$ cat src/hw/rtl/fkr_pkg.sv
// Shared types and constants for the keyed-removal queue.
package fkr_pkg;

  localparam int DEF_QUEUE_DEPTH = 64;
  localparam int DEF_KEY_BITS    = 16;
  localparam int DEF_TAG_BITS    = 8;

  localparam int CAP_W = 7;
  localparam logic [CAP_W-1:0] CAP_RESET = CAP_W'(64);

  localparam int PADDR_W = 3;
  localparam int PDATA_W = 32;
  localparam logic [0:0] REG_CAPACITY = 1'b0;

  typedef enum logic [1:0] {
    OP_PUSH   = 2'd0,
    OP_POP    = 2'd1,
    OP_REMOVE = 2'd2,
    OP_CLEAR  = 2'd3
  } op_t;

  typedef enum logic [1:0] {
    ST_DONE      = 2'd0,
    ST_SOLD_OUT  = 2'd1,
    ST_EMPTY     = 2'd2,
    ST_NOT_FOUND = 2'd3
  } status_t;

  typedef struct packed {
    logic push;
    logic pop;
    logic remove;
  } cell_ctl_t;

endpackage

$ cat src/hw/rtl/fkr_cell.sv
// One queue slot: holds a key and tag, matches, and shifts from its neighbor.
module fkr_cell #(
  parameter int KEY_BITS = fkr_pkg::DEF_KEY_BITS,
  parameter int TAG_BITS = fkr_pkg::DEF_TAG_BITS
) (
  input  logic                clk,
  input  fkr_pkg::cell_ctl_t  ctl,
  input  logic                occupied,
  input  logic                tail,
  input  logic [KEY_BITS-1:0] new_key,
  input  logic [TAG_BITS-1:0] new_tag,
  input  logic [KEY_BITS-1:0] nbr_key,
  input  logic [TAG_BITS-1:0] nbr_tag,
  input  logic                hit_in,
  input  logic [TAG_BITS-1:0] found_tag_in,
  output logic                hit_out,
  output logic [TAG_BITS-1:0] found_tag_out,
  output logic [KEY_BITS-1:0] key,
  output logic [TAG_BITS-1:0] tag
);
  import fkr_pkg::*;

  logic match;
  logic first;

  assign match         = occupied && (key == new_key);
  assign first         = match && !hit_in;
  assign hit_out       = hit_in || match;
  assign found_tag_out = found_tag_in | (first ? tag : '0);

  always_ff @(posedge clk) begin
    priority if (ctl.push && tail) begin
      key <= new_key;
      tag <= new_tag;
    end else if (ctl.pop || (ctl.remove && hit_out)) begin
      key <= nbr_key;
      tag <= nbr_tag;
    end else begin
      key <= key;
      tag <= tag;
    end
  end

endmodule

$ cat src/hw/rtl/fifo_with_keyed_removal_unit.sv
// Top level: ordered queue with admission counter and removal by key.
//
//  channel  | handshake            | payload
//  ---------+----------------------+------------------------------------------------
//  input    | in_valid / in_stall  | opcode, person_key, movie_tag
//  output   | out_valid / out_stall| status, out_key, out_movie, queue_length,
//           |                      | tickets_left
//  config   | APB psel/penable     | ticket_capacity at byte address 0
//
// One transaction per cycle while in_stall is low; each is resolved in the cycle it is
// accepted by the row of slot cells (parallel key compare, first-match chain, shift toward
// the head). The result appears in an output register in the following cycle.
// Reset clears the length, the admitted count and the output valid; capacity resets to 64.
// in_stall rises only while a result is held and out_stall is high.
module fifo_with_keyed_removal_unit #(
  parameter int QUEUE_DEPTH = fkr_pkg::DEF_QUEUE_DEPTH,
  parameter int KEY_BITS    = fkr_pkg::DEF_KEY_BITS,
  parameter int TAG_BITS    = fkr_pkg::DEF_TAG_BITS,
  localparam int LEN_W      = $clog2(QUEUE_DEPTH + 1)
) (
  input  logic                         clk,
  input  logic                         rst,
  input  logic                         in_valid,
  output logic                         in_stall,
  input  logic [1:0]                   opcode,
  input  logic [KEY_BITS-1:0]          person_key,
  input  logic [TAG_BITS-1:0]          movie_tag,
  output logic                         out_valid,
  input  logic                         out_stall,
  output logic [1:0]                   status,
  output logic [KEY_BITS-1:0]          out_key,
  output logic [TAG_BITS-1:0]          out_movie,
  output logic [LEN_W-1:0]             queue_length,
  output logic [fkr_pkg::CAP_W-1:0]    tickets_left,
  input  logic                         psel,
  input  logic                         penable,
  input  logic                         pwrite,
  input  logic [fkr_pkg::PADDR_W-1:0]  paddr,
  input  logic [fkr_pkg::PDATA_W-1:0]  pwdata,
  output logic [fkr_pkg::PDATA_W-1:0]  prdata,
  output logic                         pready
);
  import fkr_pkg::*;

  logic [CAP_W-1:0] capacity;
  logic [LEN_W-1:0] count;
  logic [LEN_W-1:0] count_next;
  logic [CAP_W-1:0] admitted;
  logic [CAP_W-1:0] admitted_next;

  logic                accept;
  op_t                 op;
  cell_ctl_t           ctl;
  logic                push_ok;
  logic                empty;
  logic                found;
  status_t             res_status;
  logic [KEY_BITS-1:0] res_key;
  logic [TAG_BITS-1:0] res_tag;
  logic [CAP_W-1:0]    res_left;

  logic [KEY_BITS-1:0] cell_key [QUEUE_DEPTH];
  logic [TAG_BITS-1:0] cell_tag [QUEUE_DEPTH];
  logic                hit      [QUEUE_DEPTH+1];
  logic [TAG_BITS-1:0] ftag     [QUEUE_DEPTH+1];

  assign pready = 1'b1;
  assign prdata = (paddr[PADDR_W-1] == REG_CAPACITY) ? PDATA_W'(capacity) : '0;

  always_ff @(posedge clk) begin
    if (rst) begin
      capacity <= CAP_RESET;
    end else if (psel && penable && pwrite && paddr[PADDR_W-1] == REG_CAPACITY) begin
      capacity <= pwdata[CAP_W-1:0];
    end
  end

  assign in_stall = out_valid && out_stall;
  assign accept   = in_valid && !in_stall;
  assign op       = op_t'(opcode);
  assign empty    = (count == '0);
  assign push_ok  = (admitted < capacity) && (count != LEN_W'(QUEUE_DEPTH));
  assign found    = hit[QUEUE_DEPTH];

  assign ctl.push   = accept && op == OP_PUSH && push_ok;
  assign ctl.pop    = accept && op == OP_POP && !empty;
  assign ctl.remove = accept && op == OP_REMOVE;

  assign hit[0]  = 1'b0;
  assign ftag[0] = '0;

  for (genvar i = 0; i < QUEUE_DEPTH; i++) begin : g_cell
    localparam int NBR = (i + 1 < QUEUE_DEPTH) ? i + 1 : i;
    fkr_cell #(
      .KEY_BITS (KEY_BITS),
      .TAG_BITS (TAG_BITS)
    ) u_cell (
      .clk           (clk),
      .ctl           (ctl),
      .occupied      (count > LEN_W'(i)),
      .tail          (count == LEN_W'(i)),
      .new_key       (person_key),
      .new_tag       (movie_tag),
      .nbr_key       (cell_key[NBR]),
      .nbr_tag       (cell_tag[NBR]),
      .hit_in        (hit[i]),
      .found_tag_in  (ftag[i]),
      .hit_out       (hit[i+1]),
      .found_tag_out (ftag[i+1]),
      .key           (cell_key[i]),
      .tag           (cell_tag[i])
    );
  end

  always_comb begin
    count_next    = count;
    admitted_next = admitted;
    res_status    = ST_DONE;
    res_key       = '0;
    res_tag       = '0;
    unique case (op)
      OP_PUSH: begin
        if (push_ok) begin
          count_next    = count + LEN_W'(1);
          admitted_next = admitted + CAP_W'(1);
        end else begin
          res_status = ST_SOLD_OUT;
        end
      end
      OP_POP: begin
        if (empty) begin
          res_status = ST_EMPTY;
        end else begin
          res_key    = cell_key[0];
          res_tag    = cell_tag[0];
          count_next = count - LEN_W'(1);
        end
      end
      OP_REMOVE: begin
        priority if (empty) begin
          res_status = ST_EMPTY;
        end else if (found) begin
          res_key    = person_key;
          res_tag    = ftag[QUEUE_DEPTH];
          count_next = count - LEN_W'(1);
          if (admitted != '0) begin
            admitted_next = admitted - CAP_W'(1);
          end
        end else begin
          res_status = ST_NOT_FOUND;
        end
      end
      OP_CLEAR: begin
        count_next    = '0;
        admitted_next = '0;
      end
      default: begin
        res_status = ST_DONE;
      end
    endcase
    res_left = (capacity > admitted_next) ? capacity - admitted_next : '0;
  end

  always_ff @(posedge clk) begin
    if (rst) begin
      count     <= '0;
      admitted  <= '0;
      out_valid <= 1'b0;
    end else begin
      if (accept) begin
        count     <= count_next;
        admitted  <= admitted_next;
        out_valid <= 1'b1;
      end else if (!out_stall) begin
        out_valid <= 1'b0;
      end
    end
  end

  always_ff @(posedge clk) begin
    if (accept) begin
      status       <= res_status;
      out_key      <= res_key;
      out_movie    <= res_tag;
      queue_length <= count_next;
      tickets_left <= res_left;
    end
  end

endmodule
$ cat config.mk
export PLATFORM = sky130hd
export DESIGN_NAME = fifo_with_keyed_removal_unit
export DESIGN_NICKNAME = d
export VERILOG_FILES = /design/src/hw/rtl/fkr_pkg.sv /design/src/hw/rtl/fkr_cell.sv /design/src/hw/rtl/fifo_with_keyed_removal_unit.sv
export SDC_FILE = /design/constraint.sdc
export NUM_CORES = 2
export LEC_CHECK = 0
export ABC_AREA = 1
export BUFFER_PORTS_ARGS = -buffer_cell sky130_fd_sc_hd__buf_2
export CAP_MARGIN = 20
export CORE_AREA = 4 4 461 463
export DETAILED_ROUTE_END_ITERATION = 6
export DIE_AREA = 0 0 465 467
export PLACE_DENSITY = 0.65
export SETUP_SLACK_MARGIN = 0.1
export SLEW_MARGIN = 20
export SYNTH_ARGS = -nofsm -noshare
export SYNTH_HDL_FRONTEND = slang
export SYNTH_HIERARCHICAL = 1
export SYNTH_SLANG_ARGS = --single-unit
$ cat constraint.sdc
create_clock -name clk -period 26.1 [get_ports clk]
set_clock_uncertainty 0.1 [all_clocks]
set_input_delay 1.305 -clock clk [delete_from_list [all_inputs] [get_ports clk]]
set_output_delay 1.305 -clock clk [all_outputs]
set_load 0.005 [all_outputs]
==> results.toml <==
[pwr]
p_per_area_nw_per_um2 = 56.48
power_leakage_uw = 0.05683
vdd_drop_max_v = 0.00007638

[cells_and_area]
fill_cells = 20091
regArea_sq_um = 47770
drive_gt1_frac = 0.1089
syn_to_final_growth_pct = 9.493
multi_input_area_sq_um = 43800
fin_nets = 14549

[clocking]
postCtsHoldBufs = 0
clock-root-buffer = "clkbuf_16"
cts_tree = "built"
clk_pin_slew_ns = 0.07
clk_path_buf_depth = 3
htree_num_levels = 4
clk_latency_ns = 0.86
cts_made_buffers = 185
clock-sinks = 1598

[detailed_routing]
wl_um = 313000
wl_per_cell_um = 17.97
vias = 89717
drc_errors = 0
met3WireLength_um = 25920
wl_met1_um = 139700
wl_met2_um = 136200
avgViaCountPerCell = 5.151
drt-pass1-iter-count = 7
drt_iter0_drc = 9885
antenna_left = 0
routed.top_layer = "met4"

[floorplanning]
io_pins = 143
rows = 168
die_area_sq_um = 217200
die_w_um = 465
core-area_sq_um = 208700
start_util = 0.4964
chipHeight_um = 467

[sta]
fin_crit_sh = 0.9253
tightest_slew_ns = 1.231
finalSetupViolCount = 0
hold_viol = 0
fin_tns_setup_ns = 0
timing.hold.ws_ns = 0.3743
max_slew_margin = 0.1794
rsz0062_at_grt = "no"
report.final.slew_viol_count = 0
max_freq_ghz = 0.04141
finalCriticalPeriod_ns = 24.15

[yosys]
synth.distinct_cells = 48
ys.flop_type = "edfxtp_1"
syn_inst = 14349
async_reset_ff_frac = 0
ys_ff_latch = 1598
ys_seq_area_frac = 0.4610
synth_area_sq_um = 103600
avgSynthCellArea_sq_um = 7.221
yosys_warnings = 6
synth-edff-count = 1576

[flow_run]
maxCapViolCount = 0

[setup_path]
cp_max_fo = 15
worstPathRequired_ns = 26.60
cp_slowest_cell = "dfxtp_2"
critPathMostFrequentCell = "nand2_2"
startpoint_type = "flop"
arrival_ns = 24.65
r2r-start = "count[0]"
r2r-end = "tickets_left[6]"
critical_path_class = "flop to flop"
rrSetupSlack_ns = 1.95
r2r_cells = 155
crit_path_max_incr_delay_ns = 0.43
critPathCaptureType = "flop"

[grt]
antenna_found_initial = 9
gr-total-overflow = 0
grt_max_degree = 65
grt_pass1_vias = 81712
grt_use_total = 0.2811
grt_pass1_wl_um = 479100

[placed_design]
place.gp.congestion = 0.9660
io_buffers = 89
hpwl_um = 225000

[run_status]
status = "finished, final reports clean"

[min_path]
hold_depth = 2
hold_path_end = "out_valid"
min-delay-start = "out_valid"
holdCritPathClass = "flop to flop"
-- worst max-delay path, delay by kind of cell, from the launching register on --
family | cells | cell delay (ns)
adder cells (fa/ha/maj) | 3 | 0.83
buffers and inverters | 68 | 11.44
AO/OA/AOI/OAI | 4 | 0.52
flip-flops | 1 | 0.43
AND/OR/NAND/NOR | 80 | 10.48
-- kinds of logic after synthesis --
family | after synthesis | synth area share
AOI/OAI and AO/OA | 1094 | 0.05750
xor gates and xnor gates | 137 | 0.01158
adders and majority gates | 25 | 0.003091
buffers and inverters | 3166 | 0.1186
DFF | 1598 | 0.4610
other | 2 | 0.00007248
and+or+nand+nor | 8327 | 0.3482
-- flip-flops by register name, summed over array words and instances, names as in the netlist, 8 cells and up --
signal / flops
g_cell.u_cell/key: 1024
g_cell.u_cell/tag: 512
out_key: 16
out_movie: 8
-- worst max path at each step --
stage,start,endpoint
3_3_place_gp,person_key[3],tickets_left[6]
4_1_cts,count[0],tickets_left[6]
6_report,count[0],tickets_left[6]
5_1_grt,count[0],tickets_left[6]
2_1_floorplan,person_key[6],tickets_left[6]
3_5_place_dp,person_key[3],tickets_left[6]
-- where the power goes --
group / switching [uW] / total [uW] / internal, uW / leakage, uW
Sequential: 93.9 / 3060 / 2970 / 0.0147
Combinational: 582 / 807 / 224 / 0.0393
Clock: 1120 / 2540 / 1420 / 0.00280
Total: 1800 / 6410 / 4610 / 0.0568
-- final cells by class --
cell class / count / share of cell area
Antenna cell: 7 / 0.0001544
Clock inverter: 109 / 0.008029
Tap cell: 2805 / 0.03093
Inverter: 2789 / 0.09332
Sequential cell: 1598 / 0.4210
Timing Repair Buffer: 264 / 0.01774
Multi-Input combinational cell: 9618 / 0.3861
Clock buffer: 228 / 0.04267
-- cells in the mapped netlist (2+ instances only) --
| cell type | number | area, sq um |
|---|---|---|
| a21boi_2 | 64 | 720.7 |
| a21oi_1 | 67 | 335.3 |
| a21oi_2 | 6 | 52.55 |
| buf_2 | 205 | 1026 |
| buf_4 | 27 | 202.7 |
| buf_6 | 6 | 67.56 |
| clkbuf_1 | 138 | 518.0 |
| clkinv_1 | 66 | 247.7 |
| conb_1 | 2 | 7.510 |
| dfxtp_1 | 22 | 440.4 |
| edfxtp_1 | 1576 | 47330 |
| ha_1 | 24 | 300.3 |
| inv_1 | 2582 | 9692 |
| inv_2 | 141 | 529.3 |
| nand2_1 | 6365 | 23890 |
| nand2_2 | 199 | 1245 |
| nand2_4 | 2 | 22.52 |
| nand3_1 | 123 | 615.6 |
| nand3_2 | 129 | 1291 |
| nand4_1 | 584 | 3654 |
| nor2_1 | 440 | 1652 |
| nor2_2 | 325 | 2033 |
| nor2_4 | 134 | 1509 |
| nor3_1 | 16 | 80.08 |
| nor3b_1 | 2 | 15.01 |
| nor4_1 | 2 | 12.51 |
| o211ai_1 | 4 | 30.03 |
| o21a_1 | 5 | 37.54 |
| o21ai_0 | 926 | 4634 |
| o21ai_1 | 12 | 60.06 |
| o21ai_2 | 2 | 17.52 |
| o31ai_1 | 2 | 15.01 |
| xnor2_1 | 129 | 1130 |
| xor2_1 | 8 | 70.07 |
-- stage by stage --
stage | setup slack (ns) | instances | power, uW | utilization | area (sq um)
3_3_place_gp | 0.5028 | 17062 | 3894 | 0.5138 | 107300
4_1_cts | 0.4954 | 17405 | 6432 | 0.5420 | 113100
2_1_floorplan | 3.235 | 14382 | 3587 | - | 103700
3_5_place_dp | 0.2267 | 17068 | 3903 | 0.5144 | 107400
6_report | 1.949 | 17418 | 6408 | 0.5435 | 113500
5_1_grt | 0.1083 | 17414 | 6652 | 0.5435 | 113400
-- cell usage in the layout, fill, tap and decap left out, types with 10 or more instances in the layout --
master	netlist	final
edfxtp_1	1576	1576
buf_6	6	13
conb_1	2	35
ha_1	24	24
bufinv_16	0	10
a21oi_1	67	67
buf_4	27	173
nor2_4	134	136
nor3_1	16	15
clkinv_2	0	29
nand3_1	123	123
clkinvlp_4	0	38
buf_2	205	65
dfxtp_1	22	20
o21ai_1	12	12
clkbuf_1	138	38
inv_2	141	141
nand2_1	6365	6334
clkbuf_16	0	185
nand3_2	129	129
xnor2_1	129	129
nand4_1	584	584
nor2_2	325	325
nand2_2	199	229
inv_1	2582	2581
nor2_1	440	438
a21boi_2	64	64
o21ai_0	926	926
clkinv_1	66	82
-- routing by layer --
layer | track usage | up-vias
met4 | 0.09530 | 0
met3 | 0.03818 | 500
met1 | 0.4036 | 41258
li1 | - | 44545
met5 | 0 | -
met2 | 0.4389 | 3414
-- timing repair --
item / CTS / global route
endpoints found under the setup margin: 0 / 126
setup buffers: 0 / 1
resized for setup: 0 / 35
(Power assumes the default switching activity.)
